<file path="src/hw/rtl/csseq_pkg.sv">
// Types and constants shared by the code sort sequencer.
package csseq_pkg;

    // Sequence phases.
    localparam logic [2:0] PH_WAIT  = 3'd0;
    localparam logic [2:0] PH_DELAY = 3'd1;
    localparam logic [2:0] PH_MOVE  = 3'd2;
    localparam logic [2:0] PH_SERVO = 3'd3;
    localparam logic [2:0] PH_HOME  = 3'd4;

    // Fault codes.
    localparam logic [1:0] FLT_NONE = 2'd0;
    localparam logic [1:0] FLT_TEMP = 2'd1;
    localparam logic [1:0] FLT_CURR = 2'd2;

    // Configuration register indexes.
    localparam logic [2:0] REG_WAIT_STEPS    = 3'd0;
    localparam logic [2:0] REG_TEMP_LIMIT    = 3'd1;
    localparam logic [2:0] REG_CURRENT_LIMIT = 3'd2;
    localparam logic [2:0] REG_FIRST_POS     = 3'd3;
    localparam logic [2:0] REG_POS_PITCH     = 3'd4;

    localparam int CFG_DATA_W = 16;
    localparam int CFG_IDX_W  = 3;

    // Register reset values.
    localparam logic [15:0]       RST_WAIT_STEPS    = 16'd200;
    localparam logic signed [7:0] RST_TEMP_LIMIT    = 8'sd30;
    localparam logic [15:0]       RST_CURRENT_LIMIT = 16'd1200;
    localparam logic [11:0]       RST_FIRST_POS     = 12'd30;
    localparam logic [11:0]       RST_POS_PITCH     = 12'd70;

    localparam logic [3:0]  NO_TARGET   = 4'd10;
    localparam logic [7:0]  NO_CODE     = 8'hFF;
    localparam logic [7:0]  ASCII_ZERO  = 8'h30;
    localparam logic [7:0]  ASCII_NINE  = 8'h39;
    localparam logic [15:0] DELAY_MAX   = 16'hFFFF;
    localparam logic [15:0] HOME_POS_MM = 16'd0;

    typedef struct packed {
        logic              code_valid;
        logic [7:0]        scan_code;
        logic              screw_idle;
        logic              screw_cmd_taken;
        logic              servo_idle;
        logic signed [7:0] driver_temp_c;
        logic [15:0]       phase_current_ma;
    } t_in_item;

    typedef struct packed {
        logic [2:0]  phase;
        logic [1:0]  fault;
        logic [7:0]  last_code;
        logic        move_pending;
        logic [15:0] move_target_mm;
        logic        servo_start;
        logic        servo_dir;
        logic        stop_pulse;
        logic [31:0] sorted_count;
    } t_out_item;

endpackage

</file>
<file path="src/hw/rtl/code_sort_sequencer_with_fault_latch.sv">
// Code sort sequencer with latched fault check, one control tick per word.
// The result word is registered: the input register holds the accepted word, then the sequence step
// writes state and the result register together.
// Throughput: one word per cycle while the output is not stalled.
// Reset (synchronous, active low) clears the sequence, the fault latch and the
// counters and loads the configuration registers with their default values.
module code_sort_sequencer_with_fault_latch
    import csseq_pkg::*;
#(
    parameter int NUM_TARGETS = 10
) (
    input  logic                  i_clk,
    input  logic                  i_rst_n,
    input  logic                  i_cfg_we,
    input  logic [CFG_IDX_W-1:0]  i_cfg_idx,
    input  logic [CFG_DATA_W-1:0] i_cfg_data,
    input  logic                  i_in_valid,
    output logic                  o_in_ready,
    input  t_in_item              i_in_data,
    output logic                  o_out_valid,
    input  logic                  i_out_ready,
    output t_out_item             o_out_data
);

    localparam logic [7:0] NumTgt8 = 8'(NUM_TARGETS);
    localparam logic [3:0] NumTgt4 = 4'(NUM_TARGETS);

    // Configuration.
    logic [15:0]       r_wait_steps;
    logic signed [7:0] r_temp_limit;
    logic [15:0]       r_current_limit;
    logic [11:0]       r_first_pos;
    logic [11:0]       r_pos_pitch;

    // Pipeline registers.
    logic      r_in_valid;
    t_in_item  r_in;
    logic      r_out_valid;
    t_out_item r_out;

    // Sequence state.
    logic [2:0]  r_phase,  n_phase;
    logic [1:0]  r_fault,  n_fault;
    logic [3:0]  r_target, n_target;
    logic [15:0] r_delay,  n_delay;
    logic        r_pending, n_pending;
    logic [15:0] r_goal,   n_goal;
    logic [7:0]  r_seen,   n_seen;
    logic [31:0] r_count,  n_count;

    logic        step;
    logic        n_servo_start;
    logic        n_stop;
    logic        code_ok;
    logic [7:0]  ascii_digit;
    logic [3:0]  code_idx;
    logic [14:0] pitch_ofs;
    t_out_item   n_out;

    assign step       = r_in_valid && (!r_out_valid || i_out_ready);
    assign o_in_ready = !r_in_valid || step;

    // Code decode: binary 0..N-1 or ASCII digit below N.
    always_comb begin
        ascii_digit = r_in.scan_code - ASCII_ZERO;
        if (r_in.scan_code < NumTgt8) begin
            code_ok  = 1'b1;
            code_idx = r_in.scan_code[3:0];
        end else if (r_in.scan_code >= ASCII_ZERO && r_in.scan_code <= ASCII_NINE
                     && ascii_digit < NumTgt8) begin
            code_ok  = 1'b1;
            code_idx = ascii_digit[3:0];
        end else begin
            code_ok  = 1'b0;
            code_idx = NO_TARGET;
        end
    end

    // Targets come in pairs: one position per pair, direction from the low bit.
    assign pitch_ofs = 15'(r_pos_pitch) * 15'(r_target[3:1]);

    always_comb begin
        n_phase       = r_phase;
        n_fault       = r_fault;
        n_target      = r_target;
        n_delay       = r_delay;
        n_pending     = r_pending;
        n_goal        = r_goal;
        n_seen        = r_seen;
        n_count       = r_count;
        n_servo_start = 1'b0;
        n_stop        = 1'b0;

        if (r_fault == FLT_NONE) begin
            if (r_in.screw_cmd_taken) begin
                n_pending = 1'b0;
            end
            // Over-temperature wins over over-current.
            if (r_in.driver_temp_c > r_temp_limit) begin
                n_fault = FLT_TEMP;
            end else if (r_in.phase_current_ma > r_current_limit) begin
                n_fault = FLT_CURR;
            end
        end

        if (r_fault == FLT_NONE && n_fault != FLT_NONE) begin
            n_pending = 1'b0;
            n_stop    = 1'b1;
        end else if (r_fault == FLT_NONE) begin
            case (r_phase)
                PH_WAIT: begin
                    if (r_in.code_valid) begin
                        n_seen = r_in.scan_code;
                        if (code_ok) begin
                            n_target = code_idx;
                            n_delay  = '0;
                            n_count  = r_count + 32'd1;
                            n_phase  = PH_DELAY;
                        end
                    end
                end
                PH_DELAY: begin
                    if (r_delay != DELAY_MAX) begin
                        n_delay = r_delay + 16'd1;
                    end
                    if (n_delay >= r_wait_steps) begin
                        n_goal    = 16'(r_first_pos) + 16'(pitch_ofs);
                        n_pending = 1'b1;
                        n_phase   = PH_MOVE;
                    end
                end
                PH_MOVE: begin
                    if (!n_pending && r_in.screw_idle) begin
                        n_servo_start = 1'b1;
                        n_phase       = PH_SERVO;
                    end
                end
                PH_SERVO: begin
                    if (r_in.servo_idle) begin
                        n_goal    = HOME_POS_MM;
                        n_pending = 1'b1;
                        n_phase   = PH_HOME;
                    end
                end
                PH_HOME: begin
                    if (!n_pending && r_in.screw_idle) begin
                        n_phase = PH_WAIT;
                    end
                end
                default: begin
                    n_phase = PH_WAIT;
                end
            endcase
        end

        n_out.phase          = n_phase;
        n_out.fault          = n_fault;
        n_out.last_code      = n_seen;
        n_out.move_pending   = n_pending;
        n_out.move_target_mm = n_goal;
        n_out.servo_start    = n_servo_start;
        n_out.servo_dir      = (n_target < NumTgt4) ? n_target[0] : 1'b0;
        n_out.stop_pulse     = n_stop;
        n_out.sorted_count   = n_count;
    end

    always_ff @(posedge i_clk) begin
        if (!i_rst_n) begin
            r_wait_steps    <= RST_WAIT_STEPS;
            r_temp_limit    <= RST_TEMP_LIMIT;
            r_current_limit <= RST_CURRENT_LIMIT;
            r_first_pos     <= RST_FIRST_POS;
            r_pos_pitch     <= RST_POS_PITCH;
        end else if (i_cfg_we) begin
            case (i_cfg_idx)
                REG_WAIT_STEPS:    r_wait_steps    <= i_cfg_data;
                REG_TEMP_LIMIT:    r_temp_limit    <= i_cfg_data[7:0];
                REG_CURRENT_LIMIT: r_current_limit <= i_cfg_data;
                REG_FIRST_POS:     r_first_pos     <= i_cfg_data[11:0];
                REG_POS_PITCH:     r_pos_pitch     <= i_cfg_data[11:0];
                default: ;
            endcase
        end
    end

    always_ff @(posedge i_clk) begin
        if (!i_rst_n) begin
            r_in_valid  <= 1'b0;
            r_out_valid <= 1'b0;
            r_phase     <= PH_WAIT;
            r_fault     <= FLT_NONE;
            r_target    <= NO_TARGET;
            r_delay     <= '0;
            r_pending   <= 1'b0;
            r_goal      <= '0;
            r_seen      <= NO_CODE;
            r_count     <= '0;
        end else begin
            if (o_in_ready) begin
                r_in_valid <= i_in_valid;
            end
            if (step) begin
                r_out_valid <= 1'b1;
                r_phase     <= n_phase;
                r_fault     <= n_fault;
                r_target    <= n_target;
                r_delay     <= n_delay;
                r_pending   <= n_pending;
                r_goal      <= n_goal;
                r_seen      <= n_seen;
                r_count     <= n_count;
            end else if (i_out_ready) begin
                r_out_valid <= 1'b0;
            end
        end
    end

    always_ff @(posedge i_clk) begin
        if (o_in_ready && i_in_valid) begin
            r_in <= i_in_data;
        end
        if (step) begin
            r_out <= n_out;
        end
    end

    assign o_out_valid = r_out_valid;
    assign o_out_data  = r_out;

    // Once tripped, the fault code never changes until reset.
    a_fault_sticky: assert property (@(posedge i_clk) disable iff (!i_rst_n)
        r_fault != FLT_NONE |=> r_fault == $past(r_fault))
        else $error("fault latch changed after tripping");

    // A stop pulse is only reported together with a latched fault.
    a_stop_has_fault: assert property (@(posedge i_clk) disable iff (!i_rst_n)
        r_out_valid && r_out.stop_pulse |-> r_out.fault != FLT_NONE)
        else $error("stop pulse without fault");

    // A servo start is only reported on entry to the servo phase.
    a_servo_phase: assert property (@(posedge i_clk) disable iff (!i_rst_n)
        r_out_valid && r_out.servo_start |-> r_out.phase == PH_SERVO)
        else $error("servo start outside servo phase");

    // The sequence never holds an unused phase code.
    a_phase_range: assert property (@(posedge i_clk) disable iff (!i_rst_n)
        r_phase == PH_WAIT || r_phase == PH_DELAY || r_phase == PH_MOVE
        || r_phase == PH_SERVO || r_phase == PH_HOME)
        else $error("sequence phase out of range");

endmodule
</file>
<file path="config.mk">
export PLATFORM = sky130hd
export DESIGN_NAME = code_sort_sequencer_with_fault_latch
export DESIGN_NICKNAME = d
export VERILOG_FILES = /design/src/hw/rtl/csseq_pkg.sv /design/src/hw/rtl/code_sort_sequencer_with_fault_latch.sv
export SDC_FILE = /design/constraint.sdc
export NUM_CORES = 1
export LEC_CHECK = 0
export BUFFER_PORTS_ARGS = -buffer_cell sky130_fd_sc_hd__buf_2
export CORE_ASPECT_RATIO = 0.5
export CORE_MARGIN = 1.5
export CORE_UTILIZATION = 30
export CTS_BUF_LIST = sky130_fd_sc_hd__clkbuf_8 sky130_fd_sc_hd__clkbuf_16
export CTS_CLUSTER_DIAMETER = 30
export CTS_CLUSTER_SIZE = 16
export DETAILED_ROUTE_END_ITERATION = 6
export GPL_TIMING_DRIVEN = 0
export PLACE_DENSITY = 0.53
export SYNTH_ARGS = -nofsm -noshare
export SYNTH_HDL_FRONTEND = slang
export SYNTH_SLANG_ARGS = --single-unit
</file>
<file path="constraint.sdc">
create_clock -name i_clk -period 4.6 [get_ports i_clk]
set_input_delay 0.46 -clock i_clk [delete_from_list [all_inputs] [get_ports i_clk]]
set_output_delay 0.46 -clock i_clk [all_outputs]
set_load 0.02 [all_outputs]
</file>
==> impl_metrics.toml <==
[cts]
cts_buffer_depth = 3
tritoncts = "yes"
clockRootBuffer = "clkbuf_16"
htreeDepth = 2
ctsHoldBuffers = 0
clk_pin_slew_ps = 60
worstSkewPairLatency_ps = 560
cts.sinks = 249
cts_buffers = 49

[power_and_ir_drop]
seqPwrFrac = 0.385
pwr_density_cell_nw_per_um2 = 397.7
total_power_mw = 6.200
swShare = 0.2522
max-vdd-ir-drop_v = 0.0002847
p_sw_mw = 1.564
p_int_mw = 4.636
clockPowerShare = 0.553
p_comb_frac = 0.062
power.leakage_nw = 6.202

[routing]
drtAntennaViolNets = 0
drtPass1Iterations = 4
drc_errors = 0
viasPerCell = 4.739
drt_iter0_drc = 548
wl_per_cell_um = 16.21
vias = 9757
wl_um = 33380

[grt]
antenna_found_initial = 0
gr-total-overflow = 0
grt_util_all_layers = 0.1547
grt_pass1_vias = 9415
grt_max_degree = 71
grt_pass1_wl_um = 52720

[status]
outcome = "finished clean"

[synth]
ys_seq_elements = 249
synth_edf_count = 101
synthesis.area_um2 = 12610
netlist_instances = 1300
synth_nets = 1442
yosysWarnings = 0
synth_area_leaders = "edfxtp_1, dfxtp_1, ha_1"
ys_seq_area_frac = 0.4753
synth_most_common_cell = "nand2_1"
synth_top_area_share = 0.2404
synth-async-reset-ratio = 0
synth_common_cells = "nand2_1, dfxtp_1, a21oi_1, inv_1, edfxtp_1"
ys_types = 65
yosysTopAreaCell = "edfxtp_1"
ys.flop_type = "dfxtp_1"
syn-mean-instance-area_um2 = 9.704

[worst_setup_path]
startpoint_type = "register"
worstPathRequired_ps = 4900
worst-setup-path-type = "reg -> reg"
cp-end-kind = "register"
crit_arrival_ps = 4610
worstPathMaxFanout = 10
r2r_slack_ps = 290

[final_layout]
multi_input_area_um2 = 5988
fin_util = 0.3809
fillers = 4134
area_growth_pct = 23.58
drive_gt1_frac = 0.1712
diodes = 0
stdcell_area_um2 = 15590
regArea_um2 = 5996
layout.nets = 1621

[floorplan]
die_x_um = 293.0
pin_count = 127
start_util = 0.3082
die_area_um2 = 43360
die_y_um = 148
core_area_um2 = 40920
rows = 52

[timing]
slew_headroom = 0.3943
period_share = 0.9363
setup_viol = 0
slew_viol_final = 0
hold_violations = 0
tns_ps = 0
tightest_slew_ps = 908.5
fin_skew_ps = 18.55
timing.hold.ws_ps = 78.91
rsz0062_at_grt = "no"
max_freq_ghz = 0.2322
post-route-min-period_ps = 4307

[placed_design]
gp_congestion = 0.8079
place_area_um2 = 13940
dp_hpwl_um = 24430
port_buffers = 125

[run]
drv_cap = 0

[hold_path]
hold_path_class = "in -> reg"
layout by cell type (no fill, tap or decap), types with 5 or more instances in the layout:
| cell type | Yosys | layout |
|---|---|---|
| nand2_1 | 186 | 186 |
| dfxtp_1 | 148 | 148 |
| buf_2 | 11 | 136 |
| a21oi_1 | 111 | 111 |
| inv_1 | 102 | 106 |
| edfxtp_1 | 101 | 101 |
| ha_1 | 61 | 61 |
| clkbuf_16 | 0 | 50 |
| o21ai_0 | 48 | 48 |
| nand3_1 | 46 | 46 |
| clkbuf_1 | 42 | 41 |
| nor2_1 | 39 | 39 |
| and2_1 | 38 | 37 |
| a22o_1 | 31 | 31 |
| xor2_1 | 30 | 30 |
| or3_1 | 29 | 29 |
| xnor2_1 | 23 | 23 |
| nor3_1 | 23 | 23 |
| fa_1 | 21 | 21 |
| or4_1 | 19 | 19 |
| o211ai_1 | 18 | 18 |
| nand4_1 | 16 | 16 |
| o31ai_1 | 16 | 15 |
| mux2i_1 | 13 | 13 |
| a21o_1 | 9 | 9 |
| mux2_2 | 9 | 9 |
| o21a_1 | 8 | 8 |
| and3_1 | 8 | 8 |
| clkinv_4 | 0 | 8 |
| and4_1 | 6 | 6 |
| nand2b_1 | 6 | 6 |
| a211oi_1 | 6 | 6 |
| nor4_1 | 7 | 6 |
| clkinv_2 | 0 | 6 |
| inv_8 | 0 | 6 |
| nor2b_1 | 5 | 5 |
| o2111ai_1 | 5 | 5 |
| inv_6 | 0 | 5 |
sequential cells by signal, summed over array words and instances, names as in the netlist, 16 cells and up:
register and cells:
r_goal 16, r_current_limit 16, r_wait_steps 16, r_count 32, r_in 36, r_delay 16
o_out_data 65
metrics by stage:
stage                     instances  setup WS, ps
final                          2059         292.9
after global routing           2059         9.426
after CTS                      2057         58.31
after detailed placement       1966         51.73
after global placement         1965         44.62
after floorplan                1300         720.5
final timing paths:
path                                      start              end  depth (start not counted)
worst max-delay path                 r_delay[0]   o_out_data[41]                         17
worst min-delay path              i_in_data[25]         r_in[25]                          1
worst max register to register       r_delay[0]   o_out_data[41]                         17
worst min register to register  r_first_pos[10]  r_first_pos[10]                          2
worst max-delay path: stages (launching register included):
cell	delay, ps
dfxtp_1	470
ha_1	260
nand3_1	190
or4_1	580
clkbuf_1	280
nand3_1	200
o21a_1	160
ha_1	160
nand4_1	120
nor2_1	110
o2111ai_1	120
o211ai_1	190
buf_4	180
mux2i_1	80
or3_1	350
buf_2	190
buf_6	170
a22o_1	250
per-layer routing:
metal	vias up	track usage	routed length, um
met5	-	0	0
met4	0	0.03549	377
met3	33	0.03233	1426
met2	162	0.2483	15340
met1	4556	0.2136	16240
li1	5006	-	-
power by group through the flow:
stage	registers, mW	clock network, mW	logic [mW]
6_report	2.39	3.43	0.386
3_3_place_gp	2.43	0	0.384
3_5_place_dp	2.43	0	0.388
4_1_cts	2.39	3.51	0.391
2_1_floorplan	2.46	0	0.212
5_1_grt	2.39	3.63	0.433
cell type report:
cell class	instances	share of cell area
well taps	540	0.04334
plain buffers	61	0.01678
clock buffers	54	0.08379
flip-flops and latches	249	0.3846
multi-input cells	888	0.3841
clock inverters	37	0.02023
repair buffers	128	0.04238
inverters	102	0.02472
cell families (layout without fill, tap and decap cells):
logic type	Yosys count	in the layout	share of synthesized area
compound gates	283	283	0.1451
xor+xnor	53	53	0.03680
fa+ha+maj	82	82	0.09383
buf+inv	163	382	0.05098
flops	249	249	0.4753
mux	22	22	0.01835
simple gates	448	448	0.1796
timing repair:
action | in CTS | in global routing
setup buffers | 0 | 2
resized for setup | 0 | 4
setup endpoints to repair | 0 | 29
No activity file was read; power rests on OpenSTA's default activity.
